## src/rtl/cmt_pkg.sv

```systemverilog
// ----------------------------------------------------------------------------
// cmt_pkg: shared types and constants for the comma token lexer
// Beat payloads, the per-byte result bundle and the lexer mode codes.
// ----------------------------------------------------------------------------
`default_nettype none

package cmt_pkg;

   localparam int RESULTS_MAX = 3;

   // Character codes the lexer reacts to.
   localparam logic [7:0] CHAR_NUL   = 8'h00;
   localparam logic [7:0] CHAR_SPACE = 8'h20;
   localparam logic [7:0] CHAR_COMMA = 8'h2C;
   localparam logic [7:0] CHAR_SLASH = 8'h2F;
   localparam logic [7:0] CHAR_STAR  = 8'h2A;
   localparam logic [7:0] CHAR_LF    = 8'h0A;
   localparam logic [7:0] CHAR_QUOTE = 8'h22;

   typedef enum logic [2:0] {
      MODE_IDLE  = 3'd0,
      MODE_SLASH = 3'd1,
      MODE_LINE  = 3'd2,
      MODE_BLOCK = 3'd3,
      MODE_STAR  = 3'd4,
      MODE_QUOTE = 3'd5,
      MODE_WORD  = 3'd6
   } mode_type;

   typedef struct packed {
      logic [7:0] text_byte;
   } req_type;

   typedef struct packed {
      logic [7:0] token_byte;
      logic       byte_valid;
      logic       token_end;
      logic       text_end;
      logic       last_of_run;
   } rsp_type;

   // All results caused by one text byte, slot 0 first.
   typedef struct packed {
      rsp_type [RESULTS_MAX-1:0] slot;
      logic [1:0]                count;
   } bundle_type;

endpackage

`default_nettype wire

```

## src/rtl/cmt_stream_if.sv

```systemverilog
// ----------------------------------------------------------------------------
// cmt_stream_if: valid/ready stream channel
// A beat moves when valid and ready are both high at a rising clock edge.
// ----------------------------------------------------------------------------
`default_nettype none

interface cmt_stream_if #(
   parameter type payload_type = logic
);
   logic        valid;
   logic        ready;
   payload_type payload;

   modport source (output valid, output payload, input ready);
   modport sink   (input valid, input payload, output ready);
endinterface

`default_nettype wire

```

## src/rtl/cmt_lex_core.sv

```systemverilog
// ----------------------------------------------------------------------------
// cmt_lex_core: lexer mode and token length state
// Turns one text byte into a bundle of up to three results.
// ----------------------------------------------------------------------------
`default_nettype none

module cmt_lex_core #(
   parameter int MAX_TOKEN_BYTES = 1024
) (
   input  wire logic               clock,
   input  wire logic               reset,
   input  wire logic [7:0]         text_byte,
   input  wire logic               advance,
   output cmt_pkg::bundle_type     bundle
);
   import cmt_pkg::*;

   // Token length counter saturates at MAX_TOKEN_BYTES-1.
   localparam int LEN_W         = $clog2(MAX_TOKEN_BYTES);
   localparam int LEN_LIMIT_VAL = MAX_TOKEN_BYTES - 1;

   mode_type         mode_ff, mode_in;
   logic [LEN_W-1:0] len_ff, len_in;

   // Saturation point: token length limit minus one.
   logic [LEN_W-1:0] len_limit;
   assign len_limit = LEN_W'(LEN_LIMIT_VAL);

   always_comb begin
      logic       do_word;
      logic       do_add;
      logic [1:0] n;
      rsp_type [RESULTS_MAX-1:0] slots;

      mode_in = mode_ff;
      len_in  = len_ff;
      do_word = 1'b0;
      do_add  = 1'b0;
      n       = 2'd0;
      slots   = '0;

      case (mode_ff)
         MODE_SLASH: begin
            if (text_byte == CHAR_SLASH) begin
               mode_in = MODE_LINE;
            end else if (text_byte == CHAR_STAR) begin
               mode_in = MODE_BLOCK;
            end else begin
               // pending slash opens a word
               slots[0] = '{token_byte: CHAR_SLASH, byte_valid: 1'b1,
                            token_end: 1'b0, text_end: 1'b0, last_of_run: 1'b0};
               n       = 2'd1;
               len_in  = LEN_W'(1);
               do_word = 1'b1;
            end
         end
         MODE_LINE: begin
            if (text_byte == CHAR_NUL) begin
               slots[0].text_end = 1'b1;
               n       = 2'd1;
               mode_in = MODE_IDLE;
            end else if (text_byte == CHAR_LF) begin
               mode_in = MODE_IDLE;
            end
         end
         MODE_BLOCK, MODE_STAR: begin
            if (text_byte == CHAR_NUL) begin
               slots[0].text_end = 1'b1;
               n       = 2'd1;
               mode_in = MODE_IDLE;
            end else if (text_byte == CHAR_STAR) begin
               mode_in = MODE_STAR;
            end else if (mode_ff == MODE_STAR && text_byte == CHAR_SLASH) begin
               mode_in = MODE_IDLE;
            end else begin
               mode_in = MODE_BLOCK;
            end
         end
         MODE_QUOTE: begin
            if (text_byte == CHAR_NUL) begin
               slots[0].token_end = 1'b1;
               slots[0].text_end  = 1'b1;
               n       = 2'd1;
               mode_in = MODE_IDLE;
               len_in  = '0;
            end else if (text_byte == CHAR_QUOTE) begin
               slots[0].token_end = 1'b1;
               n       = 2'd1;
               mode_in = MODE_IDLE;
               len_in  = '0;
            end else begin
               do_add = 1'b1;
            end
         end
         MODE_WORD: begin
            do_word = 1'b1;
         end
         default: begin
            mode_in = MODE_IDLE;
            len_in  = '0;
            if (text_byte == CHAR_NUL) begin
               slots[0].text_end = 1'b1;
               n = 2'd1;
            end else if (text_byte <= CHAR_SPACE) begin
               mode_in = MODE_IDLE;
            end else if (text_byte == CHAR_SLASH) begin
               mode_in = MODE_SLASH;
            end else if (text_byte == CHAR_QUOTE) begin
               mode_in = MODE_QUOTE;
            end else begin
               mode_in = MODE_WORD;
               do_add  = 1'b1;
            end
         end
      endcase

      // byte following word content
      if (do_word) begin
         if (text_byte == CHAR_NUL) begin
            slots[n].token_end = 1'b1;
            slots[n].text_end  = 1'b1;
            n       = n + 2'd1;
            mode_in = MODE_IDLE;
            len_in  = '0;
         end else if (text_byte <= CHAR_SPACE) begin
            slots[n].token_end = 1'b1;
            n       = n + 2'd1;
            mode_in = MODE_IDLE;
            len_in  = '0;
         end else if (text_byte == CHAR_COMMA) begin
            // comma closes the word and starts the next one
            slots[n].token_end = 1'b1;
            n       = n + 2'd1;
            len_in  = '0;
            mode_in = MODE_WORD;
            do_add  = 1'b1;
         end else begin
            mode_in = MODE_WORD;
            do_add  = 1'b1;
         end
      end

      // append a token byte unless the token is full
      if (do_add && (len_in < len_limit)) begin
         len_in                = len_in + LEN_W'(1);
         slots[n].token_byte   = text_byte;
         slots[n].byte_valid   = 1'b1;
         n                     = n + 2'd1;
      end

      if (n != 2'd0) begin
         slots[n - 2'd1].last_of_run = 1'b1;
      end

      bundle.slot  = slots;
      bundle.count = n;
   end

   always_ff @(posedge clock) begin
      if (reset) begin
         mode_ff <= MODE_IDLE;
         len_ff  <= '0;
      end else if (advance) begin
         mode_ff <= mode_in;
         len_ff  <= len_in;
      end
   end

endmodule

`default_nettype wire

```

## src/rtl/cmt_rsp_queue.sv

```systemverilog
// ----------------------------------------------------------------------------
// cmt_rsp_queue: result register bank
// Holds one bundle of up to three results and sends them one beat at a time.
// ----------------------------------------------------------------------------
`default_nettype none

module cmt_rsp_queue (
   input  wire logic                clock,
   input  wire logic                reset,
   input  wire cmt_pkg::bundle_type bundle,
   input  wire logic                load,
   output logic                     can_load,
   cmt_stream_if.source             rsp
);
   import cmt_pkg::*;

   rsp_type [RESULTS_MAX-1:0] slot_ff;
   logic [1:0]                rem_ff;
   logic                      fire;

   assign rsp.valid   = (rem_ff != 2'd0);
   assign rsp.payload = slot_ff[0];
   assign fire        = rsp.valid && rsp.ready;
   assign can_load    = (rem_ff == 2'd0) || ((rem_ff == 2'd1) && fire);

   always_ff @(posedge clock) begin
      if (reset) begin
         rem_ff <= 2'd0;
      end else if (load) begin
         rem_ff <= bundle.count;
      end else if (fire) begin
         rem_ff <= rem_ff - 2'd1;
      end
   end

   // payload slots, shifted toward slot 0 as beats leave
   always_ff @(posedge clock) begin
      if (load) begin
         slot_ff <= bundle.slot;
      end else if (fire) begin
         slot_ff[0] <= slot_ff[1];
         slot_ff[1] <= slot_ff[2];
         slot_ff[2] <= '0;
      end
   end

endmodule

`default_nettype wire

```

## src/rtl/comma_token_lexer.sv

```systemverilog
// ----------------------------------------------------------------------------
// comma_token_lexer: streaming lexer for comma and space separated text
// Top level: input register, lexer core and result register bank.
// ----------------------------------------------------------------------------
// Usage:
//   req: one text byte per beat; byte zero ends the text and the lexer is
//        ready for a new text right after it.
//   rsp: token bytes, token end markers and the end-of-text marker, one
//        result per beat; last_of_run flags the final result of an input byte.
// Path: a byte sits in the input register, is lexed there and its results
//   load the result bank when the bank can take them; rsp valid comes from
//   the result bank register.
// Throughput: one byte per cycle while each byte gives at most one result
//   and rsp is ready. A byte that gives several results holds the result
//   bank until all its results have left, so the output port sets the rate.
//   Bytes that give no result (spaces, comments) never wait on rsp.
// Reset: synchronous; lexer to between tokens, token length to zero, held
//   input byte and pending results dropped.
// Stall: with rsp_chan.ready low the result bank holds; result-free bytes
//   still pass, the first byte with results waits in the input register and
//   req_chan.ready stays low until the bank can load again.
// ----------------------------------------------------------------------------
`default_nettype none

module comma_token_lexer #(
   parameter int MAX_TOKEN_BYTES = 1024
) (
   input  wire logic    clock,
   input  wire logic    reset,
   cmt_stream_if.sink   req_chan,
   cmt_stream_if.source rsp_chan
);
   import cmt_pkg::*;

   logic       in_valid_ff;
   logic [7:0] in_byte_ff;
   bundle_type bundle;
   logic       can_load;
   logic       advance;
   logic       load;

   // Input byte leaves the register once its results fit in the bank.
   assign advance        = in_valid_ff && ((bundle.count == 2'd0) || can_load);
   assign load           = advance && (bundle.count != 2'd0);
   assign req_chan.ready = !in_valid_ff || advance;

   always_ff @(posedge clock) begin
      if (reset) begin
         in_valid_ff <= 1'b0;
      end else if (req_chan.ready) begin
         in_valid_ff <= req_chan.valid;
      end
   end

   always_ff @(posedge clock) begin
      if (req_chan.ready && req_chan.valid) begin
         in_byte_ff <= req_chan.payload.text_byte;
      end
   end

   cmt_lex_core #(
      .MAX_TOKEN_BYTES (MAX_TOKEN_BYTES)
   ) u_core (
      .clock     (clock),
      .reset     (reset),
      .text_byte (in_byte_ff),
      .advance   (advance),
      .bundle    (bundle)
   );

   cmt_rsp_queue u_queue (
      .clock    (clock),
      .reset    (reset),
      .bundle   (bundle),
      .load     (load),
      .can_load (can_load),
      .rsp      (rsp_chan)
   );

endmodule

`default_nettype wire

```

## src/flat_wrapper.sv

```systemverilog
// flat-port wrapper written by rule: the top's interface ports become plain ports
module comma_token_lexer_flat import cmt_pkg::*;
#(
   parameter int MAX_TOKEN_BYTES = 1024
)
  (clock, reset, req_chan_valid, req_chan_payload, req_chan_ready, rsp_chan_valid, rsp_chan_payload, rsp_chan_ready);
  cmt_stream_if #(.payload_type(req_type)) req_chan_i ();
  cmt_stream_if #(.payload_type(rsp_type)) rsp_chan_i ();
  input  wire logic clock;
  input  wire logic reset;
  input wire logic [$bits(req_chan_i.valid)-1:0] req_chan_valid;
  input wire logic [$bits(req_chan_i.payload)-1:0] req_chan_payload;
  output wire logic [$bits(req_chan_i.ready)-1:0] req_chan_ready;
  output wire logic [$bits(rsp_chan_i.valid)-1:0] rsp_chan_valid;
  output wire logic [$bits(rsp_chan_i.payload)-1:0] rsp_chan_payload;
  input wire logic [$bits(rsp_chan_i.ready)-1:0] rsp_chan_ready;
  assign req_chan_i.valid = req_chan_valid;
  assign req_chan_i.payload = req_chan_payload;
  assign req_chan_ready = req_chan_i.ready;
  assign rsp_chan_valid = rsp_chan_i.valid;
  assign rsp_chan_payload = rsp_chan_i.payload;
  assign rsp_chan_i.ready = rsp_chan_ready;
  comma_token_lexer #(.MAX_TOKEN_BYTES(MAX_TOKEN_BYTES)) u_core (.clock(clock), .reset(reset), .req_chan(req_chan_i), .rsp_chan(rsp_chan_i));
endmodule
```

## config.mk

```make
export PLATFORM = sky130hd
export DESIGN_NAME = comma_token_lexer_flat
export DESIGN_NICKNAME = d
export VERILOG_FILES = /design/src/rtl/cmt_pkg.sv /design/src/rtl/cmt_stream_if.sv /design/src/rtl/cmt_lex_core.sv /design/src/rtl/cmt_rsp_queue.sv /design/src/rtl/comma_token_lexer.sv /design/src/flat_wrapper.sv
export SDC_FILE = /design/constraint.sdc
export NUM_CORES = 1
export LEC_CHECK = 0
export BUFFER_PORTS_ARGS = -buffer_cell sky130_fd_sc_hd__buf_2
export CORE_UTILIZATION = 55
export DETAILED_ROUTE_END_ITERATION = 10
export PLACE_DENSITY = 0.74
export SYNTH_ARGS = -nofsm -noshare
export SYNTH_HDL_FRONTEND = slang
export SYNTH_SLANG_ARGS = --single-unit
```

## constraint.sdc

```tcl
create_clock -name clock -period 10.5 [get_ports clock]
set_input_delay 2.1 -clock clock [delete_from_list [all_inputs] [get_ports clock]]
set_output_delay 2.1 -clock clock [all_outputs]
set_load 0.05 [all_outputs]
```

== Yosys cells after proc, flatten, opt, wreduce, memory -nomap -nowiden ==
Index checks and enable logic that the tools add are counted.
Widths: inputs -> output; s select.

* $add $sub $neg: 5
* Multipliers: 0
* Div/mod/pow operators: 0
* $lt $le $gt $ge: 8
* Equality and inequality tests: 16
* Shift operators: 0
* Multiplexer cells: 84
* Bitwise gates (word level): 0
* Reductions and logical operators: 24

{| class="wikitable"
|+ Operators with widths
! kind !! number
|-
| $mux 36 || 8
|-
| $bwmux 36 || 5
|-
| $demux 12 s2 || 5
|-
| $mux 10 || 11
|-
| $mux 3 || 15
|-
| $eq 8x6->1 const B || 4
|-
| $pmux 10 s3 || 1
|-
| $mux 1 || 20
|-
| $mux 2 || 10
|-
| $pmux 3 s5 || 1
|-
| $mux 12 || 1
|-
| $ne 4x4->1 const B || 3
|-
| $add 10x1->10 const B || 1
|-
| $logic_and 1x1->1 || 10
|-
| $lt 10x10->1 const B || 1
|-
| $eq 3x3->1 const B || 3
|-
| $lt 2x3->1 const B || 3
|-
| $mux 9 || 1
|-
| $eq 8x4->1 const B || 1
|-
| $le 8x6->1 const B || 1
|-
| $logic_not 8->1 || 1
|-
| $pmux 1 s2 || 4
|-
| $eq 3x2->1 const B || 2
|-
| $ge 2x1->1 const B || 3
|-
| other kinds (15) || 22
|}

* Register bits after elaboration: 60
* Latch bits: 0
* RAM bits: 0
* Memory bits (read-only): 0
* Input port bits: 12
* Output and inout bits: 14
* Word-level logic and storage cells: 157
* Memories: 0

== Depth between registers and ports, before layout ==
Gate-level depths: netlist of the first run.

* Depth in word-level cells: 19
* Depth in mapped cells: 15
* Depth with buffers taken out: 14

== Hierarchy ==
Synthesis of the first run repeated with hierarchy kept, for this count alone.

* Cell total of the unflattened synthesis: 357
* Area total of the unflattened synthesis: 3629.7 µm²

{| class="wikitable"
|+ Modules (own cells, without submodules)
! module !! instances !! cells an instance !! area each (µm²) !! sequential area each (µm²)
|-
| cmt_rsp_queue || 1 || 107 || 1697.9 || 1121.1
|-
| cmt_lex_core || 1 || 232 || 1617.8 || 260.2
|-
| comma_token_lexer || 1 || 18 || 314.1 || 260.2
|}

== Least setup slack after synthesis of the first run ==
No wires, ideal clock.

* Path type: register -> output
* From: register u_core.in_byte_ff[4]
* To: output port req_chan_ready
* Arrival: 4.114 ns
* Required time: 8.400 ns
* Path slack: 4.286 ns
* Cell stages (with the launch flop): 13
* Buffers on the path: 1
* Path through: edfxtp_1 -> or4b_4 -> o31a_4 -> nor2_1 -> nor2_1 -> nor3_2 -> ha_1 -> nand2_1 -> nand4b_2 -> and2_1 -> buf_6 -> and2_0 -> o21ai_0

* Cells in the longest elaborated chain, start to end: 15
* Elaborated cells between the ends (all ways): 46
* Classes of those cells: 2 x add/sub; 2 x order compare; 4 x eq/ne; 32 x mux; 6 x reduce/logical

{| class="wikitable"
|+ RTL lines
! element !! line !! RTL
|-
| start, declared || comma_token_lexer.sv:36 || <nowiki>logic [7:0] in_byte_ff;</nowiki>
|-
| start signal, assigned || comma_token_lexer.sv:57 || <nowiki>in_byte_ff <= req_chan.payload.text_byte;</nowiki>
|-
| $eq 8x6->1, on equally long branches || cmt_lex_core.sv:86, cmt_lex_core.sv:108, cmt_lex_core.sv:46 ||
|-
| $mux 10, or another cell as far along || cmt_lex_core.sv:86 || <nowiki>end else if (text_byte == CHAR_QUOTE) begin</nowiki>
|-
| $mux 10, or another cell as far along || cmt_lex_core.sv:80 || <nowiki>if (text_byte == CHAR_NUL) begin</nowiki>
|-
| $pmux 10 s3, or another cell as far along || cmt_lex_core.sv:42 || <nowiki>case (mode_ff)</nowiki>
|-
| $mux 10, or another cell as far along || cmt_lex_core.sv:130 || <nowiki>end else if (text_byte == CHAR_COMMA) begin</nowiki>
|-
| $mux 10, or another cell as far along || cmt_lex_core.sv:125 || <nowiki>end else if (text_byte <= CHAR_SPACE) begin</nowiki>
|-
| $mux 10, or another cell as far along || cmt_lex_core.sv:119 || <nowiki>if (text_byte == CHAR_NUL) begin</nowiki>
|-
| $mux 10, or another cell as far along || cmt_lex_core.sv:118 || <nowiki>if (do_word) begin</nowiki>
|-
| $lt 10x10->1, or another cell as far along || cmt_lex_core.sv:144 || <nowiki>if (do_add && (len_in < len_limit)) begin</nowiki>
|-
| $logic_and 1x1->1 or $add 2x1->2 (tied branches) || cmt_lex_core.sv:144, cmt_lex_core.sv:148 ||
|-
| $mux 2 (*) || cmt_lex_core.sv:144 ||
|-
| $logic_not 2->1 (*) || comma_token_lexer.sv:43 || <nowiki>assign advance = in_valid_ff && ((bundle.count == 2'd0) || can_load);</nowiki>
|-
| $logic_or 1x1->1 (*) || comma_token_lexer.sv:43 ||
|-
| $logic_and 1x1->1 (*) || comma_token_lexer.sv:43 ||
|-
| $logic_or 1x1->1 (*) || comma_token_lexer.sv:45 || <nowiki>assign req_chan.ready = !in_valid_ff || advance;</nowiki>
|-
| end, declared || flat_wrapper.sv:13 || <nowiki>output wire logic [$bits(req_chan_i.ready)-1:0] req_chan_ready;</nowiki>
|}

Mark *: on every way between the ends. The rest lies on a longest branch, timed or not.

== Worst setup path in the final report of the first run ==
* From: register u_core.in_byte_ff[6]
* To: output port req_chan_ready

Same word-level chain as after synthesis.

==> run_results.csv, run 1 <==
group,metric,value,unit
run_status,status,"finished, final reports clean",
timing,tightest_slew,0.984,ns
clocking,cts_buffer_depth,2,
timing,setup_slack,3.88,ns
synthesis,synth_compound_area_share,21.2,%
synthesis,yosysMostFrequentCell,"nand2_1",
synthesis,synth-xor-area-share,1.27,%
timing,fin_hold_ws,0.481,ns
layout,design_area,0.00369,mm²
layout,syn_to_final_growth,7.11,%
setup_path,cp-startpoint,"u_core.in_byte_ff[6]$_DFFE_PP_",
layout,nNetsFinal,388,
synthesis,synth_warnings,0,
synthesis,netlist.area_leader.share,36.6,%
pwr,power_leakage,1.36,nW
place,place_congestion,0.909,
timing,setup_viol,0,
pwr,powerDensity,252,mW/mm²
synthesis,yosys.area_share.adder,2.54,%
global_routing,grt_pass1_wl,11.8,mm
clocking,cts.sinks,58,
timing,hold_violations,0,
layout,layout-drive-gt1-share,14.7,%
timing,rsz0062_at_grt,"false",
synthesis,syn_inst,366,
synthesis,syn_area_per_cell,9.42,µm²
floorplan,dieArea,0.00659,mm²
synthesis,synth_top_family_by_area,"compound AO/OA/AOI/OAI gates",
floorplan,io_pins,26,
setup_path,end_kind,"primary output",
timing,slew_viol_final,0,
layout,antennaDiodeCount,0,
routing,wl_per_cell,15.7,µm
floorplan,start_util,57.5,%
setup_path,start_kind,"flip-flop",
setup_path,worst-setup-path-type,"reg2out",
global_routing,grt_pass1_vias,2471,
clocking,clk_latency,0.34,ns
clocking,cts_hold_buffers,0,
timing,fin_crit,6.62,ns
timing,max_freq,151,MHz
setup_path,reg2reg_slack,5.01,ns
routing,wl_met3,316,µm
synthesis,synth_flop_cell,"edfxtp_1",
pwr,total_power,0.929,mW
worst_hold_path,holdPathStages,2,
synthesis,yosysSeqAreaShare,45.9,%
timing,tns,0,ns
synthesis,synth_common_cells,"49 x nand2_1, 42 x edfxtp_1, 32 x o21ai_0, 19 x a21oi_1, 19 x nor2_1",
synthesis,yosysUniqueCellTypes,65,
clocking,cts_buffers,9,
routing,ant_nets,0,
worst_hold_path,min_path_type,"reg2reg",
setup_path,critical_path_required,8.40,ns
routing,viasPerCell,6.17,
pwr,irDropWorstVdd,0.138,mV
clocking,htreeDepth,3,
floorplan,core_area,0.00599,mm²
layout,finish.utilization,61.6,%
synthesis,synth_mux_area_share,1.34,%
clocking,cts_root_buffer,"clkbuf_8",
routing,drt_wl_total,7.05,mm
routing,route.met2.wl,3.26,mm
place,dpl_worst_slack,4.26,ns
timing,maxSlewHeadroom,33.0,%
setup_path,r2r_cells,12,
setup_path,cp-endpoint,"req_chan_ready",
global_routing,grt_max_degree,44,
synthesis,synth_edf_count,42,
routing,drt-pass1-iter-count,4,
routing,drc_errors,0,
global_routing,grt_usage,23.7,%
timing,clock_skew,0.0122,ns
synthesis,synth-simple-area-share,20.8,%
timing,fin_crit_sh,63.0,%
clocking,cts.repair.resized,0,
setup_path,r2r-start,"u_core.in_byte_ff[6]$_DFFE_PP_",
synthesis,async_flop_share,0,%
clocking,cts_tree,"done",
routing,top_layer,"met4",
routing,drt_iter0_drc,217,
clocking,clkSlewWorstSetupHoldPaths,0.06,ns
floorplan,fp-row-count,28,
clocking,postCtsSetupRepairBufs,0,
floorplan,die-height,81.2,µm
global_routing,overflow,0,
synthesis,yosysTopAreaCell,"edfxtp_1",
place,portBuffers,25,
floorplan,chipWidth,81.2,µm
synthesis,syn_area,0.00345,mm²
synthesis,synth-seq-cells,58,
run,drv_cap,0,
setup_path,reg2reg_to,"u_core.u_queue.rsp.payload[1]$_DFFE_PP_",
synthesis,synthTopCellsByArea,"edfxtp_1 37%, dfxtp_1 9.3%, nand2_1 5.3%",
setup_path,cp.arrival,4.52,ns
global_routing,antenna_found_initial,0,
place,post_dp_cell_area,0.00349,mm²
place,dp_cells,433,
synthesis,synth.net_count,385,
place,place_hpwl,5.05,mm
routing,num_vias,2770,
routing,drt-met1-wl,3.40,mm
layout,fin_cells,449,
setup_path,crit_fanout,28,
-- how the worst min path moves through the flow --
stage | startpoint | to | slack, ns
6_report | u_core.u_core.len_ff[5]$_SDFFE_PP0N_ | u_core.u_core.len_ff[5]$_SDFFE_PP0N_ | 0.48
5_1_grt | u_core.u_core.len_ff[5]$_SDFFE_PP0N_ | u_core.u_core.len_ff[5]$_SDFFE_PP0N_ | 0.51
4_1_cts | u_core.u_core.len_ff[5]$_SDFFE_PP0N_ | u_core.u_core.len_ff[5]$_SDFFE_PP0N_ | 0.48
3_5_place_dp | u_core.u_core.len_ff[5]$_SDFFE_PP0N_ | u_core.u_core.len_ff[5]$_SDFFE_PP0N_ | 0.47
3_3_place_gp | u_core.u_core.len_ff[5]$_SDFFE_PP0N_ | u_core.u_core.len_ff[5]$_SDFFE_PP0N_ | 0.47
2_1_floorplan | u_core.u_core.len_ff[4]$_SDFFE_PP0N_ | u_core.u_core.len_ff[4]$_SDFFE_PP0N_ | 0.45
-- sequential cells by signal, indices dropped and copies added, names as in the netlist --
register	count
u_core.u_core.len_ff	10
u_core.in_valid_ff	1
u_core.u_queue.slot_ff	22
u_core.in_byte_ff	8
u_core.u_queue.rsp.payload	12
u_core.u_core.mode_ff	3
u_core.u_queue.rem_ff	2
-- kinds of logic after synthesis --
| family | count (synthesis) |
|---|---|
| AO/OA/AOI/OAI | 107 |
| XOR/XNOR | 5 |
| adder cells (fa/ha/maj) | 7 |
| buffers and inverters | 47 |
| flip-flops | 58 |
| multiplexers | 4 |
| AND/OR/NAND/NOR | 138 |
-- power breakdown --
part           internal (mW)  switching, mW
logic                 0.0934          0.258
clock network          0.122         0.0855
registers              0.338         0.0324
-- routing by layer --
| layer | vias to the layer above | GRT usage (%) |
|---|---|---|
| li1 | 1373 | - |
| met1 | 1315 | 33.1 |
| met2 | 75 | 36.8 |
| met3 | 7 | 4.83 |
| met4 | 0 | 7.50 |
| met5 | - | 0 |
-- cells in the final DEF (no fill, tap or decap), drive strengths merged, types with 4 or more instances in the layout --
| cell type | synthesis | routed |
|---|---|---|
| nand4 | 6 | 6 |
| clkbuf | 14 | 13 |
| o21ai | 34 | 34 |
| a21oi | 19 | 19 |
| a31oi | 6 | 6 |
| dfxtp | 16 | 16 |
| buf | 20 | 26 |
| and4 | 4 | 4 |
| edfxtp | 42 | 42 |
| and3 | 9 | 9 |
| o32ai | 4 | 4 |
| a21o | 4 | 4 |
| inv | 13 | 13 |
| and2 | 14 | 14 |
| a211oi | 6 | 6 |
| o31ai | 5 | 5 |
| nand2 | 49 | 49 |
| nor3 | 9 | 9 |
| nand3 | 11 | 11 |
| ha | 7 | 7 |
| nor2 | 19 | 19 |
-- worst max-delay path, cell delays in order (launching register included) --
cell and delay, ns:
edfxtp_1 0.49, or4b_4 0.59, o31a_4 0.34, nor2_1 0.20
nor2_1 0.10, nor3_2 0.47, ha_1 0.37, nand2_1 0.07
nand4b_2 0.23, and2_1 0.52, and2_0 0.28, o21ai_0 0.22
buf_2 0.31
-- cell type report --
class	count	area, µm²
clock inverter	3	40.0
multi-input combinational	261	1640
timing repair buffer	26	133
fill	493	2300
tap	75	93.8
sequential	58	1580
clock buffer	13	159
inverter	13	48.8
(Power assumes the default switching activity.)
==> run 2, diff against run 1 <==
ABC_AREA = 1   (was unset)
clock period = 6.2 ns   (was 10.5 ns; I/O delays follow)
==> run_results.csv, run 2 <==
group,metric,value,unit
run_status,status,"finished, final reports clean",
floorplan,die-height,81.2,µm
synthesis,yosysMostFrequentCell,"nand2_1",
floorplan,fp-row-count,28,
layout,layout-drive-gt1-share,16.0,%
routing,ant_nets,0,
layout,largest_register,"u_core.u_queue.slot_ff",
floorplan,chipWidth,81.2,µm
setup_path,start_kind,"flip-flop",
global_routing,overflow,0,
routing,drt_wl_total,7.12,mm
routing,drt-pass1-iter-count,5,
clocking,cts.repair.resized,0,
synthesis,yosysUniqueCellTypes,32,
setup_path,worst-setup-path-type,"reg2out",
clocking,cts_tree,"done",
layout,largest_reg_flops,22,
synthesis,synth-seq-cells,58,
synthesis,synth_mux_area_share,0,%
floorplan,dieArea,0.00659,mm²
setup_path,cp.arrival,3.62,ns
synthesis,syn_area,0.00345,mm²
synthesis,synth_top_family_by_area,"simple AND/OR/NAND/NOR gates",
synthesis,synth_compound_area_share,5.98,%
routing,num_vias,2815,
layout,finish.utilization,63.0,%
layout,design_area,0.00378,mm²
synthesis,yosysTopAreaCell,"edfxtp_1",
pwr,power_leakage,1.77,nW
synthesis,netlist.area_leader.share,36.6,%
setup_path,r2r_cells,21,
setup_path,critical_path_required,4.96,ns
layout,nNetsFinal,471,
setup_path,path_depth,21,
global_routing,grt_pass1_wl,11.9,mm
layout,multi_input_area,0.00152,mm²
setup_path,slowest_delay,0.46,ns
clocking,cts_buffers,9,
timing,slew_viol_final,0,
pwr,powerDensity,569,mW/mm²
clocking,htreeDepth,3,
global_routing,grt_pass1_vias,2555,
synthesis,synth_flop_cell,"edfxtp_1",
clocking,cts_hold_buffers,0,
layout,final_cell_mix,"125 x nand2_1, 53 x nor2_1, 46 x inv_1, 46 x nand3_1, 42 x edfxtp_1",
setup_path,end_kind,"primary output",
timing,hold_violations,0,
setup_path,timing.critical_path.mode_cell,"nand2_1",
synthesis,async_flop_share,0,%
clocking,cts_buffer_depth,2,
place,place_hpwl,5.20,mm
clocking,postCtsSetupRepairBufs,0,
global_routing,antenna_found_initial,0,
floorplan,start_util,57.6,%
timing,tns,0,ns
synthesis,syn_area_per_cell,7.93,µm²
worst_hold_path,holdPathStages,2,
timing,tightest_slew,0.537,ns
layout,layout_commonest_cell,"nand2_1",
layout,syn_to_final_growth,9.47,%
timing,setup_viol,0,
timing,clock_skew,0.0100,ns
timing,max_freq,206,MHz
place,portBuffers,25,
synthesis,synth_common_cells,"125 x nand2_1, 53 x nor2_1, 46 x inv_1, 46 x nand3_1, 42 x edfxtp_1",
synthesis,synthTopCellsByArea,"edfxtp_1 37%, nand2_1 14%, dfxtp_1 9.3%",
floorplan,io_pins,26,
pwr,total_power,2.15,mW
routing,drt_iter0_drc,260,
clocking,cts_root_buffer,"clkbuf_8",
routing,viasPerCell,5.29,
routing,drc_errors,0,
synthesis,syn_inst,435,
clocking,clk_latency,0.35,ns
setup_path,cp_top_family,"simple AND/OR/NAND/NOR gates",
layout,fillers,550,
worst_hold_path,min_path_type,"reg2reg",
timing,rsz0062_at_grt,"false",
setup_path,worst-path-buf-inv,3,
global_routing,grt_max_degree,35,
timing,fin_crit,4.86,ns
setup_path,path_cells,"inv_2, nand2_1, nor2_2, nand2_1, nand3_2, nand2_4, a21oi_4, nand2_1, nor2_1, ha_1, inv_1, nor2_1, nand4_1, nor2_1, nand2_2, nand2_4, nand2_1, nand2_2, nand2_4, nand3_1, buf_2",
synthesis,yosysSeqAreaShare,45.8,%
synthesis,synth_warnings,0,
floorplan,core_area,0.00599,mm²
place,post_dp_cell_area,0.00353,mm²
clocking,clkSlewWorstSetupHoldPaths,0.08,ns
setup_path,cp_slowest_cell,"edfxtp_1",
synthesis,synth.net_count,454,
clocking,cts.sinks,58,
global_routing,grt_usage,24.0,%
timing,maxSlewHeadroom,64.1,%
layout,antennaDiodeCount,0,
routing,wl_per_cell,13.4,µm
layout,regArea,0.00158,mm²
pwr,irDropWorstVdd,0.391,mV
synthesis,synth_edf_count,42,
timing,fin_hold_ws,0.500,ns
timing,fin_crit_sh,78.4,%
setup_path,crit_fanout,10,
synthesis,synth-simple-area-share,33.8,%
place,place_congestion,1.03,
synthesis,synth-xor-area-share,1.78,%
synthesis,yosys.area_share.adder,2.54,%
run,drv_cap,0,
==> run 2: cell families after synthesis <==
logic type      Yosys count
fa+ha+maj                 7
simple gates            255
buf+inv                  73
flops                    58
compound gates           35
xor+xnor                  7
==> run 2: through the flow <==
step / cells / setup WS [ns]
floorplan: 435 / 2.16
global placement: 516 / 1.83
detailed placement: 516 / 1.78
CTS: 532 / 1.36
global route: 532 / 0.988
finish: 532 / 1.34
==> run 2: area by class of cell <==
cell class / instances / area share (%)
Sequential cell: 58 / 41.9
Multi-Input combinational cell: 304 / 40.3
Inverter: 53 / 5.27
Timing Repair Buffer: 26 / 3.51
Clock inverter: 7 / 3.31
Clock buffer: 9 / 3.28
Tap cell: 75 / 2.49
==> run 2: final timing paths <==
path | startpoint | endpoint | slack [ns]
hold reg to reg | u_core.u_core.len_ff[6]$_SDFFE_PP0N_ | u_core.u_core.len_ff[6]$_SDFFE_PP0N_ | 0.50
setup / recovery | u_core.in_byte_ff[0]$_DFFE_PP_ | req_chan_ready | 1.34
hold / removal | u_core.u_core.len_ff[6]$_SDFFE_PP0N_ | u_core.u_core.len_ff[6]$_SDFFE_PP0N_ | 0.50
setup reg to reg | u_core.in_byte_ff[0]$_DFFE_PP_ | u_core.u_queue.slot_ff[13]$_SDFFCE_PP0P_ | 2.15
==> run 2: power breakdown <==
part / internal (mW) / switching [mW] / total (mW)
logic: 0.258 / 0.759 / 1.02
registers: 0.631 / 0.0580 / 0.689
clock network: 0.270 / 0.174 / 0.444
==> run 2: worst register-to-register path, cell delays in order (launching register included) <==
cell and delay, ns:
edfxtp_1 0.46, inv_2 0.12, nand2_1 0.09, nor2_2 0.17
nand2_1 0.15, nand3_2 0.16, nand2_4 0.10, a21oi_4 0.25
nand2_1 0.08, nor2_1 0.20, ha_1 0.21, inv_1 0.05
nor2_1 0.10, nand4_1 0.09, nor2_1 0.15, nand2_2 0.10
nand3_1 0.09, nand2_2 0.09, nand2_4 0.11, nand3_4 0.30
nand2_1 0.21, buf_4 0.41
==> run 2: routing by layer <==
layer  routed length [µm]  vias up  global-route usage, %
li1                     -     1426                      -
met1                 3460     1280                   33.2
met2                 3200      100                   36.6
met3                  398        9                   6.74
met4                   67        0                   6.43
met5                    0        -                      0
